[src/hw/rtl/segmented_least_squares_defines.svh]
// Assertion helpers, included by the top-level file to check its own logic.
`ifndef SEGMENTED_LEAST_SQUARES_DEFINES_SVH
`define SEGMENTED_LEAST_SQUARES_DEFINES_SVH

// Plain property, sampled on clk, off while rst_n is low.
`define SLS_ASSERT(lbl, prop, msg) \
    lbl: assert property (@(posedge clk) disable iff (!rst_n) prop) else $error(msg);

// Same-cycle implication.
`define SLS_ASSERT_IMP(lbl, ante, cons, msg) `SLS_ASSERT(lbl, (ante) |-> (cons), msg)

// Next-cycle implication.
`define SLS_ASSERT_NEXT(lbl, ante, cons, msg) `SLS_ASSERT(lbl, (ante) |=> (cons), msg)

`endif

[src/hw/rtl/sls_ram.sv]
module sls_ram #(
    parameter int WIDTH = 32,
    parameter int DEPTH = 64
) (
    input  logic                     clk,
    input  logic                     wr_en,
    input  logic [$clog2(DEPTH)-1:0] wr_addr,
    input  logic [WIDTH-1:0]         wr_data,
    input  logic                     rd_en,
    input  logic [$clog2(DEPTH)-1:0] rd_addr,
    output logic [WIDTH-1:0]         rd_data
);

    logic [WIDTH-1:0] mem_reg [DEPTH];
    logic [WIDTH-1:0] rd_data_reg;

    always_ff @(posedge clk)
    begin
        if (wr_en)
        begin
            mem_reg[wr_addr] <= wr_data;
        end
        if (rd_en)
        begin
            rd_data_reg <= mem_reg[rd_addr];
        end
    end

    assign rd_data = rd_data_reg;

endmodule

[config.mk]
export PLATFORM = sky130hd
export DESIGN_NAME = sls_ram
export DESIGN_NICKNAME = d
export VERILOG_FILES = /design/src/hw/rtl/segmented_least_squares_defines.svh /design/src/hw/rtl/sls_ram.sv
export SDC_FILE = /design/constraint.sdc
export NUM_CORES = 2
export LEC_CHECK = 0
export ABC_AREA = 1
export ABC_CLOCK_PERIOD_IN_PS = 6700
export BUFFER_PORTS_ARGS = -buffer_cell sky130_fd_sc_hd__buf_2
export CAP_MARGIN = 20
export CORE_UTILIZATION = 40
export DETAILED_ROUTE_END_ITERATION = 6
export SLEW_MARGIN = 30
export SYNTH_ARGS = -nofsm -noshare
export SYNTH_HDL_FRONTEND = slang
export SYNTH_SLANG_ARGS = --single-unit
[constraint.sdc]
create_clock -name clk -period 6.7 [get_ports clk]
set_clock_uncertainty 0.05 [all_clocks]
set_input_delay 1.005 -clock clk [delete_from_list [all_inputs] [get_ports clk]]
set_output_delay 1.005 -clock clk [all_outputs]
set_load 0.02 [all_outputs]
After elaboration in Yosys (flattened, before gate mapping)
Memory sizes are Yosys's and may differ from the RTL's. A register that Yosys moved wholly into a read port is not among the register bits.
Cells that the tools add are included.
{"block": "word_totals", "reg_bits": 0, "input_bits": 47, "ram_bits": 2048, "n_memories": 1, "out_inout_bits": 32, "word_cells": 3}
{"block": "op_classes", "n_mux": 2}
{"name": "mem_reg", "depth": 64, "word_bits": 32, "rd": 1, "rd_ports_with_merged_regs": 1, "wr": 1, "line": "sls_ram.sv:14", "rtl": "logic [WIDTH-1:0] mem_reg [DEPTH];"}
{"cell": "two-way mux 1 bit", "count": 2}

Longest topological paths before layout
{"block": "logic_depth", "ltp_word": 2, "depth_mapped": 13, "depth_no_buf": 9}

Least setup slack after synthesis
Ideal clock, no wire load.
{"block": "synth_timing", "path_kind": "input port to flip-flop", "start": "input port wr_en", "end": "memory mem_reg[48][0] (enable)", "setup_time_ns": 0.502, "slack_ns": 1.515, "stages": 3, "arrival_time_ns": 4.633, "n_path_buf": 1, "required_time_ns": 6.148, "cell_sequence": "clkbuf_1 -> nand4_1 -> nor4_1"}
{"block": "synth_between", "elab_chain_len": 2}
{"item": "from (decl)", "line": "sls_ram.sv:6", "rtl": "input logic wr_en,"}
{"item": "two-way mux 1 bit", "line": "sls_ram.sv:19", "rtl": "if (wr_en)"}
{"item": "two-way mux 1 bit (not written as such)", "line": "sls_ram.sv:21", "rtl": "mem_reg[wr_addr] <= wr_data;"}
{"item": "to (decl)", "line": "sls_ram.sv:14"}
No other way between the ends.

==> results.cfg <==
[synthesis]
synth_mux_area_share_pct = 0
synthTopCellsByArea = edfxtp_1 75%, nand3_1 11%, nand2_1 10%
syn-num-nets = 6816
yosys.area.top_type = edfxtp_1
syn-cell-area_mm2 = 0.0831
synthXorXnorAreaFrac_pct = 0
synth_cell_types = 15
synth_compound_area_share_pct = 0
ys_warn_count = 0
avgSynthCellArea_um2 = 12.3
ys_seq_elements = 2080
synth_fa_ha_area_share_pct = 0
synth_top_area_share_pct = 75.2
synth-simple-area-share_pct = 22.0
syn_inst = 6769
ys_seq_area_share_pct = 75.2
synth_top_family_by_area = simple AND/OR/NAND/NOR gates

[clock_tree]
cts.sinks = 2080
root_buffer = clkbuf_16
cts_resized = 0
clkSlewWorstSetupHoldPaths_ps = 60
clockBufferDepth = 3
clock_latency_ps = 850
h-tree-depth = 4
cts_hold_buf = 0
cts_setup_buffers = 0
cts_buffers = 207
cts_tree = done

[global_routing]
grt_max_degree = 191
grt_pass1_wl_um = 358000
grt.total_usage_pct = 23.3
grt_pass1_vias = 50686
grt_overflow = 0
antenna_found_initial = 16

[pwr]
switchingPower_mw = 6.28
vdd_drop_max_mv = 0.276
power.density_mw_per_mm2 = 295
swShare_pct = 22.9
power.leakage_nw = 32.3
comb_power_share_pct = 6.2
p_seq_share_pct = 52.7
pwr-share-clk_pct = 41.1
p_int_mw = 21.2

[min_path]
hold_path.class = input port to flop
min_path_cells = 2

[sta]
worstMarginPinSlew_ps = 1070
finalSetupTns_ps = 0
grt_setup_unrepaired = no
fin_crit_ps = 3840
post-route-worst-setup-slack_ps = 2860
slew_violations = 0
relSlewSlack_pct = 28.5
fin_crit_sh_pct = 57.3
hold_violations = 0
fmax_ghz = 0.260
setup_viol = 0

[detailed_routing]
drtIter0Drc = 7010
drc = 0
wl_per_cell_um = 25.8
vias_per_cell = 5.61
ant_nets = 0
drt-total-wl_um = 248000
num_vias = 54078
firstDrtPassIters = 6

[placed_design]
portBuffers = 78
gp_congestion = 0.820
hpwl_um = 125000
pre_cts_ws_ps = 2040
numPlacedInstances = 9239
placed_cell_area_mm2 = 0.0865

[die]
die_h_um = 458
fp-row-count = 166
initial_core_util_pct = 40.4
num_io_pins = 79
die_x_um = 458
core_area_mm2 = 0.205
dieArea_mm2 = 0.209

[setup_path]
crit_arrival_ps = 4490
required_ps = 7350
crit_path_end_kind = flop
crit_type = input port to flop
critPathMaxFanout = 77
start_kind = input port
r2r_slack_ps = 4680
ff2ff_path_depth = 8

[finish]
postLayoutCoreUtil_pct = 45.3
mostFrequentLayoutCells = 2248 x nand2_1, 2080 x edfxtp_1, 1907 x nand3_1
final_cells = 9633
layout.nets = 6809
final_common_cell = nand2_1
design_area_mm2 = 0.0931
synthToLayoutAreaGrowth_pct = 12.1
layout-drive-gt1-share_pct = 8.29
largest_register_ffs = 2048

[outcome]
status = complete, no violations

[job]
max-cap-violations = 0
-- metrics by stage --
step	hold slack [ps]	power, mW
2_1_floorplan	747	15.6
3_3_place_gp	836	16.4
3_5_place_dp	835	16.5
4_1_cts	767	27.6
5_1_grt	790	28.2
6_report	783	27.5
-- cell type report --
| class | instances | area [µm²] |
|---|---|---|
| clock buffers | 268 | 5520 |
| inverters | 12 | 82.6 |
| flip-flops and latches | 2080 | 62500 |
| multi-input cells | 4228 | 18800 |
| repair buffers | 233 | 1920 |
| fillers | 18326 | 112000 |
| clock inverters | 114 | 992 |
| diodes | 10 | 25.0 |
| well taps | 2688 | 3360 |
-- path summary, 6_finish.rpt --
kind	endpoint	startpoint
setup / recovery	rd_data[6]$_DFFE_PP_	rd_addr[0]
setup reg to reg	rd_data[6]$_DFFE_PP_	mem_reg[32][6]$_DFFE_PP_
hold reg to reg	rd_data[26]$_DFFE_PP_	mem_reg[28][26]$_DFFE_PP_
hold / removal	mem_reg[49][7]$_DFFE_PP_	wr_data[7]
-- power groups by stage --
stage                     registers [mW]  logic (mW)  clock network [mW]
after floorplan                     14.8       0.885                   0
after global placement              14.7        1.69                   0
after detailed placement            14.7        1.70                   0
after CTS                           14.5        1.71                11.4
after global routing                14.5        1.84                11.9
final                               14.5        1.72                11.3
-- metal layers --
layer	vias to the layer above	track usage (%)	part of all wire, %
li1	24158	-	-
met1	26883	32.3	41
met2	2621	36.5	46
met3	416	3.46	8.4
met4	0	9.75	4.5
met5	-	0	0
-- Yosys cell counts --
cell type / instances
nand2_1: 2248
inv_1: 9
buf_2: 282
inv_4: 1
buf_1: 40
inv_2: 2
nand3_1: 1907
nand4_1: 9
nor4_1: 8
edfxtp_1: 2080
buf_8: 2
nor2_1: 56
buf_4: 45
clkbuf_1: 77
buf_6: 3
-- cells by family after synthesis --
| kind of cell | after synthesis |
|---|---|
| DFF | 2080 |
| and+or+nand+nor | 4228 |
| buffers and inverters | 461 |
-- critical path, stage by stage --
cell     delay, ps
buf_8          440
buf_4          750
buf_4          630
nand2_1        100
nand3_1        120
nand3_1         90
nand3_1        140
nand3_1        300
nand2_1        310
nand2_1        240
nand2_1        150
(Power assumes the default switching activity.)
