File: config.mk
export PLATFORM = sky130hd
export DESIGN_NAME = sls_fit
export DESIGN_NICKNAME = d
export VERILOG_FILES = /design/src/hw/rtl/segmented_least_squares_defines.svh /design/src/hw/rtl/sls_pkg.sv /design/src/hw/rtl/sls_mul.sv /design/src/hw/rtl/sls_div.sv /design/src/hw/rtl/sls_fit.sv
export SDC_FILE = /design/constraint.sdc
export NUM_CORES = 2
export LEC_CHECK = 0
export CAP_MARGIN = 30
export CORE_UTILIZATION = 55
export CTS_BUF_LIST = sky130_fd_sc_hd__clkbuf_8
export DETAILED_ROUTE_END_ITERATION = 6
export DONT_BUFFER_PORTS = 1
export GPL_ROUTABILITY_DRIVEN = 0
export GPL_TIMING_DRIVEN = 0
export HOLD_SLACK_MARGIN = 0.12
export PLACE_DENSITY = 0.75
export SLEW_MARGIN = 20
export SYNTH_ARGS = -nofsm -noshare
export SYNTH_HDL_FRONTEND = slang
export SYNTH_SLANG_ARGS = --single-unit
File: constraint.sdc
create_clock -name clk -period 9.77 [get_ports clk]
set_clock_uncertainty 0.2 [all_clocks]
set_input_delay 0.977 -clock clk [delete_from_list [all_inputs] [get_ports clk]]
set_output_delay 0.977 -clock clk [all_outputs]
set_load 0.005 [all_outputs]
File: src/hw/rtl/segmented_least_squares_defines.svh
// Assertion helpers, included by the top-level file to check its own logic.
`ifndef SEGMENTED_LEAST_SQUARES_DEFINES_SVH
`define SEGMENTED_LEAST_SQUARES_DEFINES_SVH

// Plain property, sampled on clk, off while rst_n is low.
`define SLS_ASSERT(lbl, prop, msg) \
    lbl: assert property (@(posedge clk) disable iff (!rst_n) prop) else $error(msg);

// Same-cycle implication.
`define SLS_ASSERT_IMP(lbl, ante, cons, msg) `SLS_ASSERT(lbl, (ante) |-> (cons), msg)

// Next-cycle implication.
`define SLS_ASSERT_NEXT(lbl, ante, cons, msg) `SLS_ASSERT(lbl, (ante) |=> (cons), msg)

`endif

File: src/hw/rtl/sls_pkg.sv
package sls_pkg;

    localparam int COORD_W        = 16;
    localparam int PEN_W          = 32;
    localparam int COST_W         = 48;
    localparam int IDX_OUT_W      = 6;
    localparam int MUL_W          = 64;
    localparam int MUL_HALF       = 32;
    localparam int TDATA_IN_W     = 32;
    localparam int TDATA_OUT_W    = 64;
    localparam int MAX_POINTS_DEF = 64;

    localparam logic [PEN_W-1:0]  PENALTY_RESET = 32'h0001_0000;
    localparam logic [COST_W-1:0] COST_MAX      = {COST_W{1'b1}};

    typedef enum logic [3:0] {
        S_LOAD,
        S_J_INIT,
        S_ISSUE,
        S_READ,
        S_START,
        S_FITW,
        S_JWR,
        S_TB_INIT,
        S_TB,
        S_EMIT_RD,
        S_EMIT_OUT
    } ctl_state_t;

    typedef enum logic [3:0] {
        F_IDLE,
        F_NSYY,
        F_SYSY,
        F_NSXX,
        F_SXSX,
        F_NSXY,
        F_SXSY,
        F_CHECK,
        F_AD,
        F_BB,
        F_ND,
        F_DIV
    } fit_state_t;

endpackage

File: src/hw/rtl/sls_mul.sv
module sls_mul import sls_pkg::*; (
    input  logic               clk,
    input  logic               rst_n,
    input  logic               start,
    input  logic [MUL_W-1:0]   a,
    input  logic [MUL_W-1:0]   b,
    output logic               done,
    output logic [2*MUL_W-1:0] prod
);

    logic [MUL_W-1:0]    a_reg, b_reg;
    logic [2*MUL_W-1:0]  acc_reg, acc_next;
    logic [MUL_W-1:0]    pp_reg;
    logic [1:0]          sel_reg;
    logic [2:0]          cnt_reg;
    logic                busy_reg, done_reg;
    logic [MUL_HALF-1:0] a_half, b_half;

    // Four 32x32 partial products, one per cycle; each is registered and added in the cycle after it is formed.
    always_comb
    begin
        a_half   = cnt_reg[1] ? a_reg[MUL_W-1:MUL_HALF] : a_reg[MUL_HALF-1:0];
        b_half   = cnt_reg[0] ? b_reg[MUL_W-1:MUL_HALF] : b_reg[MUL_HALF-1:0];
        acc_next = acc_reg + ({{MUL_W{1'b0}}, pp_reg} << {sel_reg, 5'b0});
    end

    always_ff @(posedge clk or negedge rst_n)
    begin
        if (!rst_n)
        begin
            busy_reg <= 1'b0;
            done_reg <= 1'b0;
            cnt_reg  <= '0;
        end
        else
        begin
            done_reg <= 1'b0;
            if (start)
            begin
                busy_reg <= 1'b1;
                cnt_reg  <= '0;
            end
            else if (busy_reg)
            begin
                cnt_reg <= cnt_reg + 3'd1;
                if (cnt_reg == 3'd4)
                begin
                    busy_reg <= 1'b0;
                    done_reg <= 1'b1;
                end
            end
        end
    end

    always_ff @(posedge clk)
    begin
        if (start)
        begin
            a_reg   <= a;
            b_reg   <= b;
            acc_reg <= '0;
        end
        else if (busy_reg)
        begin
            if (cnt_reg != 3'd4)
            begin
                pp_reg  <= a_half * b_half;
                sel_reg <= 2'(cnt_reg[1]) + 2'(cnt_reg[0]);
            end
            if (cnt_reg != 3'd0)
            begin
                acc_reg <= acc_next;
            end
        end
    end

    assign done = done_reg;
    assign prod = acc_reg;

endmodule

File: src/hw/rtl/sls_div.sv
module sls_div #(
    parameter int NUMW = 92,
    parameter int DW   = 53
) (
    input  logic            clk,
    input  logic            rst_n,
    input  logic            start,
    input  logic [NUMW-1:0] num,
    input  logic [DW-1:0]   den,
    output logic            done,
    output logic [NUMW-1:0] quo
);

    localparam int CW = $clog2(NUMW);

    logic [NUMW-1:0] num_reg;
    logic [DW-1:0]   den_reg, rem_reg;
    logic [CW-1:0]   cnt_reg;
    logic            busy_reg, done_reg;
    logic [DW:0]     rem_sh, rem_sub;
    logic            q_bit;

    // Restoring division, one quotient bit per cycle; quotient bits
    // replace the numerator bits as they shift out.
    always_comb
    begin
        rem_sh  = {rem_reg, num_reg[NUMW-1]};
        rem_sub = rem_sh - {1'b0, den_reg};
        q_bit   = !rem_sub[DW];
    end

    always_ff @(posedge clk or negedge rst_n)
    begin
        if (!rst_n)
        begin
            busy_reg <= 1'b0;
            done_reg <= 1'b0;
            cnt_reg  <= '0;
        end
        else
        begin
            done_reg <= 1'b0;
            if (start)
            begin
                busy_reg <= 1'b1;
                cnt_reg  <= '0;
            end
            else if (busy_reg)
            begin
                cnt_reg <= cnt_reg + 1'b1;
                if (cnt_reg == CW'(NUMW - 1))
                begin
                    busy_reg <= 1'b0;
                    done_reg <= 1'b1;
                end
            end
        end
    end

    always_ff @(posedge clk)
    begin
        if (start)
        begin
            num_reg <= num;
            den_reg <= den;
            rem_reg <= '0;
        end
        else if (busy_reg)
        begin
            num_reg <= {num_reg[NUMW-2:0], q_bit};
            rem_reg <= q_bit ? rem_sub[DW-1:0] : rem_sh[DW-1:0];
        end
    end

    assign done = done_reg;
    assign quo  = num_reg;

endmodule

File: src/hw/rtl/sls_fit.sv
module sls_fit import sls_pkg::*; #(
    parameter int NW = 7
) (
    input  logic                            clk,
    input  logic                            rst_n,
    input  logic                            start,
    input  logic [NW-1:0]                   n,
    input  logic signed [COORD_W+NW-1:0]    sx,
    input  logic signed [COORD_W+NW-1:0]    sy,
    input  logic signed [2*COORD_W+NW-1:0]  sxx,
    input  logic signed [2*COORD_W+NW-1:0]  syy,
    input  logic signed [2*COORD_W+NW-1:0]  sxy,
    output logic                            done,
    output logic [COST_W-1:0]               err
);

    localparam int SW   = COORD_W + NW;
    localparam int QW   = 2*COORD_W + NW;
    localparam int PW   = 2*COORD_W + 2*NW;
    localparam int NUMW = 2*PW;
    localparam int DW   = PW + NW;

    fit_state_t state_reg, state_next;

    logic [NW-1:0]         n_reg;
    logic signed [SW-1:0]  sx_reg, sy_reg;
    logic signed [QW-1:0]  sxx_reg, syy_reg, sxy_reg;
    logic signed [PW-1:0]  p1_reg, a_reg, d_reg, b_reg;
    logic [NUMW-1:0]       ad_reg;
    logic [DW-1:0]         den_reg;
    logic [COST_W-1:0]     err_reg;
    logic                  done_reg, issued_reg;

    logic                  mul_start, mul_done, div_start, div_done;
    logic [MUL_W-1:0]      mul_a, mul_b;
    logic [2*MUL_W-1:0]    mul_prod;
    logic [NUMW-1:0]       div_quo;

    logic [SW-1:0]         sx_mag, sy_mag;
    logic [QW-1:0]         sxy_mag;
    logic [PW-1:0]         b_mag;
    logic                  neg;
    logic signed [PW-1:0]  prod_s, prod_sgn;
    logic [NUMW:0]         bb_diff;
    logic                  a_pos, d_pos, mul_state;
    logic [COST_W-1:0]     q_sat;

    sls_mul u_mul (
        .clk   (clk),
        .rst_n (rst_n),
        .start (mul_start),
        .a     (mul_a),
        .b     (mul_b),
        .done  (mul_done),
        .prod  (mul_prod)
    );

    sls_div #(.NUMW(NUMW), .DW(DW)) u_div (
        .clk   (clk),
        .rst_n (rst_n),
        .start (div_start),
        .num   (ad_reg),
        .den   (den_reg),
        .done  (div_done),
        .quo   (div_quo)
    );

    always_comb
    begin
        sx_mag  = sx_reg[SW-1]  ? (~sx_reg + 1'b1)  : sx_reg;
        sy_mag  = sy_reg[SW-1]  ? (~sy_reg + 1'b1)  : sy_reg;
        sxy_mag = sxy_reg[QW-1] ? (~sxy_reg + 1'b1) : sxy_reg;
        b_mag   = b_reg[PW-1]   ? (~b_reg + 1'b1)   : b_reg;
        a_pos   = !a_reg[PW-1] && (a_reg != '0);
        d_pos   = !d_reg[PW-1] && (d_reg != '0);
        prod_s  = $signed(mul_prod[PW-1:0]);
        bb_diff = {1'b0, ad_reg} - {1'b0, mul_prod[NUMW-1:0]};
        q_sat   = (div_quo[NUMW-1:COST_W] != '0) ? COST_MAX : div_quo[COST_W-1:0];
    end

    // Operand selection for the shared multiplier.
    always_comb
    begin
        mul_a     = '0;
        mul_b     = '0;
        neg       = 1'b0;
        mul_state = 1'b1;
        unique case (state_reg)
            F_NSYY:
            begin
                mul_a = MUL_W'(n_reg);
                mul_b = MUL_W'($unsigned(syy_reg));
            end
            F_SYSY:
            begin
                mul_a = MUL_W'(sy_mag);
                mul_b = MUL_W'(sy_mag);
            end
            F_NSXX:
            begin
                mul_a = MUL_W'(n_reg);
                mul_b = MUL_W'($unsigned(sxx_reg));
            end
            F_SXSX:
            begin
                mul_a = MUL_W'(sx_mag);
                mul_b = MUL_W'(sx_mag);
            end
            F_NSXY:
            begin
                mul_a = MUL_W'(n_reg);
                mul_b = MUL_W'(sxy_mag);
                neg   = sxy_reg[QW-1];
            end
            F_SXSY:
            begin
                mul_a = MUL_W'(sx_mag);
                mul_b = MUL_W'(sy_mag);
                neg   = sx_reg[SW-1] ^ sy_reg[SW-1];
            end
            F_AD:
            begin
                mul_a = MUL_W'($unsigned(a_reg));
                mul_b = MUL_W'($unsigned(d_reg));
            end
            F_BB:
            begin
                mul_a = MUL_W'(b_mag);
                mul_b = MUL_W'(b_mag);
            end
            F_ND:
            begin
                mul_a = MUL_W'(n_reg);
                mul_b = MUL_W'($unsigned(d_reg));
            end
            default:
            begin
                mul_state = 1'b0;
            end
        endcase
        prod_sgn = neg ? -prod_s : prod_s;
    end

    always_comb
    begin
        state_next = state_reg;
        unique case (state_reg)
            F_IDLE:  if (start) state_next = F_NSYY;
            F_NSYY:  if (mul_done) state_next = F_SYSY;
            F_SYSY:  if (mul_done) state_next = F_NSXX;
            F_NSXX:  if (mul_done) state_next = F_SXSX;
            F_SXSX:  if (mul_done) state_next = F_NSXY;
            F_NSXY:  if (mul_done) state_next = F_SXSY;
            F_SXSY:  if (mul_done) state_next = F_CHECK;
            F_CHECK:
            begin
                if (!a_pos || n_reg == '0)
                begin
                    state_next = F_IDLE;
                end
                else if (!d_pos)
                begin
                    state_next = F_DIV;
                end
                else
                begin
                    state_next = F_AD;
                end
            end
            F_AD:    if (mul_done) state_next = F_BB;
            F_BB:    if (mul_done) state_next = bb_diff[NUMW] ? F_IDLE : F_ND;
            F_ND:    if (mul_done) state_next = F_DIV;
            F_DIV:   if (div_done) state_next = F_IDLE;
            default: state_next = F_IDLE;
        endcase
    end

    always_comb
    begin
        mul_start = mul_state && !issued_reg;
        div_start = (state_reg == F_DIV) && !issued_reg;
    end

    always_ff @(posedge clk or negedge rst_n)
    begin
        if (!rst_n)
        begin
            state_reg  <= F_IDLE;
            issued_reg <= 1'b0;
            done_reg   <= 1'b0;
        end
        else
        begin
            state_reg <= state_next;
            if (mul_start || div_start)
            begin
                issued_reg <= 1'b1;
            end
            else if (mul_done || div_done)
            begin
                issued_reg <= 1'b0;
            end
            done_reg <= (state_reg != F_IDLE) && (state_next == F_IDLE);
        end
    end

    always_ff @(posedge clk)
    begin
        case (state_reg)
            F_IDLE:
            begin
                if (start)
                begin
                    n_reg   <= n;
                    sx_reg  <= sx;
                    sy_reg  <= sy;
                    sxx_reg <= sxx;
                    syy_reg <= syy;
                    sxy_reg <= sxy;
                end
            end
            F_NSYY, F_NSXX, F_NSXY:
            begin
                if (mul_done) p1_reg <= prod_sgn;
            end
            F_SYSY:  if (mul_done) a_reg <= p1_reg - prod_sgn;
            F_SXSX:  if (mul_done) d_reg <= p1_reg - prod_sgn;
            F_SXSY:  if (mul_done) b_reg <= p1_reg - prod_sgn;
            F_CHECK:
            begin
                // Vertical run: the line is the mean of y, so the error is A / n.
                ad_reg  <= NUMW'($unsigned(a_reg));
                den_reg <= DW'(n_reg);
                err_reg <= '0;
            end
            F_AD:    if (mul_done) ad_reg <= mul_prod[NUMW-1:0];
            F_BB:
            begin
                if (mul_done)
                begin
                    ad_reg  <= bb_diff[NUMW-1:0];
                    err_reg <= '0;
                end
            end
            F_ND:    if (mul_done) den_reg <= mul_prod[DW-1:0];
            F_DIV:   if (div_done) err_reg <= q_sat;
            default:
            begin
            end
        endcase
    end

    assign done = done_reg;
    assign err  = err_reg;

endmodule

=== Word-level counts from Yosys, hierarchy flattened ===
Cells that the tools add are included.

* Add/sub/neg operators: 12
* Multipliers: 1
* Div/mod/pow operators: 0
* Magnitude comparators: 0
* Eq/ne operators: 18
* Shift-type cells: 1
* Multiplexer cells: 56
* Bitwise gates (word level): 6
* Reductions and logical operators: 43

{| class="wikitable"
|+ Operators with widths
! kind !! count
|-
| $mux W92 || 4
|-
| $pmux W46 S7 || 1
|-
| $pmux W92 S3 || 1
|-
| $pmux W46 S5 || 1
|-
| $mux W48 || 3
|-
| $pmux W48 S3 || 1
|-
| $add A128 B128 Y128 || 1
|-
| $shl A64 B7 Y128 || 1
|-
| $mux W53 || 2
|-
| $pmux W53 S2 || 1
|-
| $sub A92 B92 Y93 || 1
|-
| $mux W46 || 2
|-
| $reduce_bool A46 Y1 || 2
|-
| $mul A32 B32 Y64 || 1
|-
| $mux W32 || 2
|-
| $sub A54 B53 Y54 || 1
|-
| $mux W4 || 13
|-
| $pmux W4 S12 || 1
|-
| $add A23 B1 Y23 const B || 2
|-
| $add A46 B1 Y46 const B || 1
|-
| $mux W23 || 2
|-
| $neg A46 Y46 || 1
|-
| $not A23 Y23 || 2
|-
| $not A46 Y46 || 1
|-
| 37 further kinds || 89
|}

* Register bits after elaboration: 1,087
* Latch bits: 0
* RAM bits: 0
* Memory bits (read-only): 0
* Bits of input ports: 173
* Output and inout port bits: 49
* Word-level logic and storage cells: 167
* Memories: 0

=== Logic depth before layout (Yosys ltp) ===
* Depth in word-level cells: 8
* Depth in mapped cells: 34
* Mapped depth without buffers: 31

=== By module ===
Synthesis repeated with hierarchy kept, for this count alone.

* Cells, all modules: 10,304
* Area total of the unflattened synthesis: 97,257.0 um2

{| class="wikitable"
|+ Modules (own cells, without submodules)
! module !! instances !! cells each !! area an instance (um2) !! sequential area each (um2)
|-
| sls_mul || 1 || 5,986 || 52,690.5 || 8,513.2
|-
| sls_fit || 1 || 3,261 || 33,161.8 || 16,575.9
|-
| sls_div || 1 || 1,057 || 11,404.7 || 5,640.4
|}

=== Least setup slack after synthesis ===
OpenSTA, ideal clock, no wires.

* Path type: register to register
* Start: reg u_mul.cnt_reg[0]
* End: reg u_mul.pp_reg[61], data pin
* Setup time: 0.265 ns
* Arrival: 8.527 ns
* Required time: 9.305 ns
* Path slack: 0.778 ns
* Cell stages (with the launch flop): 31
* Path buffers: 3
* Period minus slack after synthesis: 8.992 ns
* Path through: dfrtp_1 > clkbuf_1 > buf_1 > mux2i_1 > clkbuf_1 > nor2_1 > fa_1 > fa_1 > fa_1 > inv_1 > fa_1 > inv_1 > fa_1 > fa_1 > fa_1 > inv_1 > fa_1 > inv_1 > ha_1 > a21oi_1 > o21ai_0 > a31oi_1 > o21ai_0 > a21oi_1 > a21oi_1 > o21ai_0 > nor2_1 > o31a_1 > o21ai_0 > o211ai_1 > xor2_1

* Word-level cells in the longest chain between the ends: 2

{| class="wikitable"
|+ Ends and longest elaborated chain
! element !! line !! text
|-
| from (decl) || sls_mul.sv:15 || <nowiki>logic [2:0] cnt_reg;</nowiki>
|-
| from (signal assigned) || sls_mul.sv:45 || <nowiki>cnt_reg <= cnt_reg + 3'd1;</nowiki>
|-
| $mux W32 || sls_mul.sv:23 || <nowiki>b_half = cnt_reg[0] ? b_reg[MUL_W-1:MUL_HALF] : b_reg[MUL_HALF-1:0];</nowiki>
|-
| $mul A32 B32 Y64 || sls_mul.sv:67 || <nowiki>pp_reg <= a_half * b_half;</nowiki>
|-
| to (signal assigned) || sls_mul.sv:67 ||
|-
| to (decl) || sls_mul.sv:13 || <nowiki>logic [MUL_W-1:0] pp_reg;</nowiki>
|}

No other way between the ends.
A chain may end at the register's enable or synchronous reset.

=== Final worst setup path ===
* Start: reg u_mul.cnt_reg[0]
* End: reg u_mul.pp_reg[57], data pin

Same word-level chain as after synthesis.

==> flow_summary.ini <==
[critical_path]
r2r-end = u_mul.pp_reg[57]$_DFFE_PP_
cp.arrival_ns = 10.22
r2r_start = u_mul.cnt_reg[0]$_DFFE_PN0P_
critical_path.startpoint = u_mul.cnt_reg[0]$_DFFE_PN0P_
cp_data_required_time_ns = 10.21
critPathSlowestCell = fa_1
cp-end-kind = flip-flop
crit_top_cell = fa_1
crit_buf_inv = 6
reg2regPathDepth = 28
cp_max_fo = 10
cp-start-kind = flip-flop
cp_top_family = adder cells
crit_type = flip-flop to flip-flop
slowest_delay_ns = 0.57
rrSetupSlack_ns = -0.01

[clock_tree]
cts.sinks = 1015
ctsLongestPathBuffers = 3
cts_tree = yes
path_clk_slew_ns = 0.07
cts-buffers-inserted = 166
h-tree-depth = 4
root_buffer = clkbuf_8
clk_latency_ns = 0.96

[synthesis]
syn_area_um2 = 90800
yosysSeqAreaShare_pct = 31.8
syn_nets = 11333
ys_ff_latch = 1015
yosys_most_used_dff = edfxtp_1
syn_inst = 9708
yosysUniqueCellTypes = 84
synth_warnings = 0
async_flop_share_pct = 1.97
synth.avg_cell_area_um2 = 9.36
synth_edf_count = 850

[power_and_ir_drop]
clkPwrFrac_pct = 16.6
power_density_nw_per_um2 = 231
ir_drop_uv = 608
p_int_mw = 12.3
power_frac_comb_pct = 58.3
p_switching_mw = 11.0
seqPwrFrac_pct = 25.1
power_leakage_nw = 43.4
netSwitchingFraction_pct = 47.3

[run_status]
violations = design-rule violations, negative setup slack
status = finished, violations left

[place]
placedCellCount = 11926
pre_cts_ws_ns = -2.89
port-buffer-count = 0
hpwlAfterDp_um = 259000

[routing]
wire_per_inst_um = 26.8
num_vias = 80380
antenna_left = 0
drt-vias-per-instance = 6.46
drt-total-wl_um = 333000
drt_iter0_drc = 11977
drc = 937
firstDrtPassIters = 7

[floorplanning]
die_x_um = 408
die-area_um2 = 167000
row_count = 148
io_pins = 222
initial_utilization_pct = 55.6
core_um2 = 163000
fp.dieH_um = 408

[sta]
finalCritPeriodShare_pct = 100
finalHoldViolCount = 0
finalMaxSlewViolations = 0
period_minus_slack_ns = 9.78
finalSetupViolations = 1
whs_ns = 0.160
worst_slack_ns = -0.0115
clock.fmax_mhz = 102
worst_slew_pin_slew_ns = 1.33
slew_headroom_pct = 11.2

[global_routing]
grt_pass1_vias = 79236
grt_antenna_before_repair = 36
grt_pass1_wl_um = 488000
overflow = 0
grt_usage_pct = 39.3
grt_max_degree = 53

[run]
cap_viol_max_count = 0

[hold_path]
worstHoldStart = start
min_path_type = input pin to flip-flop
hold-path-endpoint = syy_reg[19]$_DFFE_PP_
hold_path_depth = 2

[layout]
layout.nets = 11740
instances_no_fill = 12438
syn_to_final_growth_pct = 10.9
final_common_cell = nand2_1
drive_gt1_share_pct = 5.97
final_cell_mix = 1286 x nand2_1, 1248 x inv_1, 1082 x nor2_1
==> cells by family (layout without fill, tap and decap cells) <==
group	after synthesis	in the layout	synth area share (%)
AOI/OAI and AO/OA	1801	1801	12.6
xor gates and xnor gates	493	493	4.75
adders and majority gates	1452	1452	27.4
buffers and inverters	1686	2224	6.97
DFF	1015	1015	31.8
muxes	149	149	1.69
other	0	17	0
and+or+nand+nor	3112	3112	14.7
==> how the worst max path moves through the flow <==
stage                            endpoint  slack [ns]  depth (start not counted)
3_3_place_gp   u_mul.pp_reg[57]$_DFFE_PP_       -2.91                         30
3_5_place_dp   u_mul.pp_reg[57]$_DFFE_PP_       -2.89                         30
5_1_grt        u_mul.pp_reg[59]$_DFFE_PP_       -0.11                         30
4_1_cts        u_mul.pp_reg[49]$_DFFE_PP_       0.002                         33
2_1_floorplan  u_mul.pp_reg[61]$_DFFE_PP_        0.78                         30
6_report       u_mul.pp_reg[57]$_DFFE_PP_       -0.01                         28
==> per-stage QoR <==
step | util (%) | TNS, ns | instance area (um2) | power (mW)
6_report | 61.7 | -0.0115 | 101000 | 23.3
5_1_grt | 61.7 | -0.284 | 101000 | 24.4
4_1_cts | 61.4 | 0 | 100000 | 22.4
3_5_place_dp | 57.8 | -69.58 | 94400 | 18.5
3_3_place_gp | 57.3 | -434.31 | 93600 | 18.2
2_1_floorplan | - | 0 | 90800 | 14.3
==> area by class of cell <==
type / instances / area, um2
clock inverter: 116 / 797
sequential: 1015 / 28900
multi-input combinational: 7007 / 56200
fill: 13157 / 62600
timing repair buffer: 250 / 2840
buffer: 473 / 2160
antenna: 17 / 42.5
tap: 2175 / 2720
clock buffer: 183 / 2520
inverter: 1202 / 4520
==> synth_stat cells, types with 60 or more instances <==
| master | n | area, um2 |
|---|---|---|
| nand2_1 | 1310 | 4920 |
| nand3_1 | 90 | 450 |
| xor2_1 | 183 | 1600 |
| nand4_1 | 108 | 676 |
| a21o_1 | 192 | 1440 |
| nor2b_1 | 99 | 619 |
| nor2_1 | 1085 | 4070 |
| fa_1 | 900 | 18000 |
| o21bai_1 | 70 | 526 |
| edfxtp_1 | 850 | 25500 |
| clkbuf_1 | 443 | 1660 |
| mux2i_1 | 113 | 1130 |
| ha_1 | 552 | 6910 |
| a211oi_1 | 79 | 593 |
| inv_1 | 1198 | 4500 |
| dfxtp_1 | 145 | 2900 |
| nor3_1 | 119 | 596 |
| xnor2_1 | 310 | 2720 |
| o31ai_1 | 66 | 495 |
| a21oi_1 | 521 | 2610 |
| nand2b_1 | 60 | 375 |
| o21ai_0 | 425 | 2130 |
==> repair_timing <==
item / CTS / global route
pin swaps: 3 / 10
hold buffers: 172 / 0
buffers inserted: 18 / 8
hold endpoints to repair: 190 / 0
endpoints found under the setup margin: 46 / 18
gates resized for setup: 229 / 137
==> power by group through the flow <==
stage          sequential [mW]  combinational (mW)  clock [mW]
3_5_place_dp              5.87                12.6           0
4_1_cts                   5.79                12.8        3.80
3_3_place_gp              5.89                12.3           0
5_1_grt                   5.82                14.5        4.03
6_report                  5.84                13.6        3.86
2_1_floorplan             5.65                8.69           0
==> per-layer routing <==
| layer | global-route usage, % | routed length, um | vias to the layer above |
|---|---|---|---|
| li1 | - | - | 33440 |
| met1 | 46.8 | 111000 | 38190 |
| met2 | 55.6 | 135000 | 6781 |
| met3 | 18.5 | 55600 | 1921 |
| met4 | 28.1 | 30900 | 48 |
| met5 | 1.29 | 684 | - |
Power figures use the tool's default switching activity.
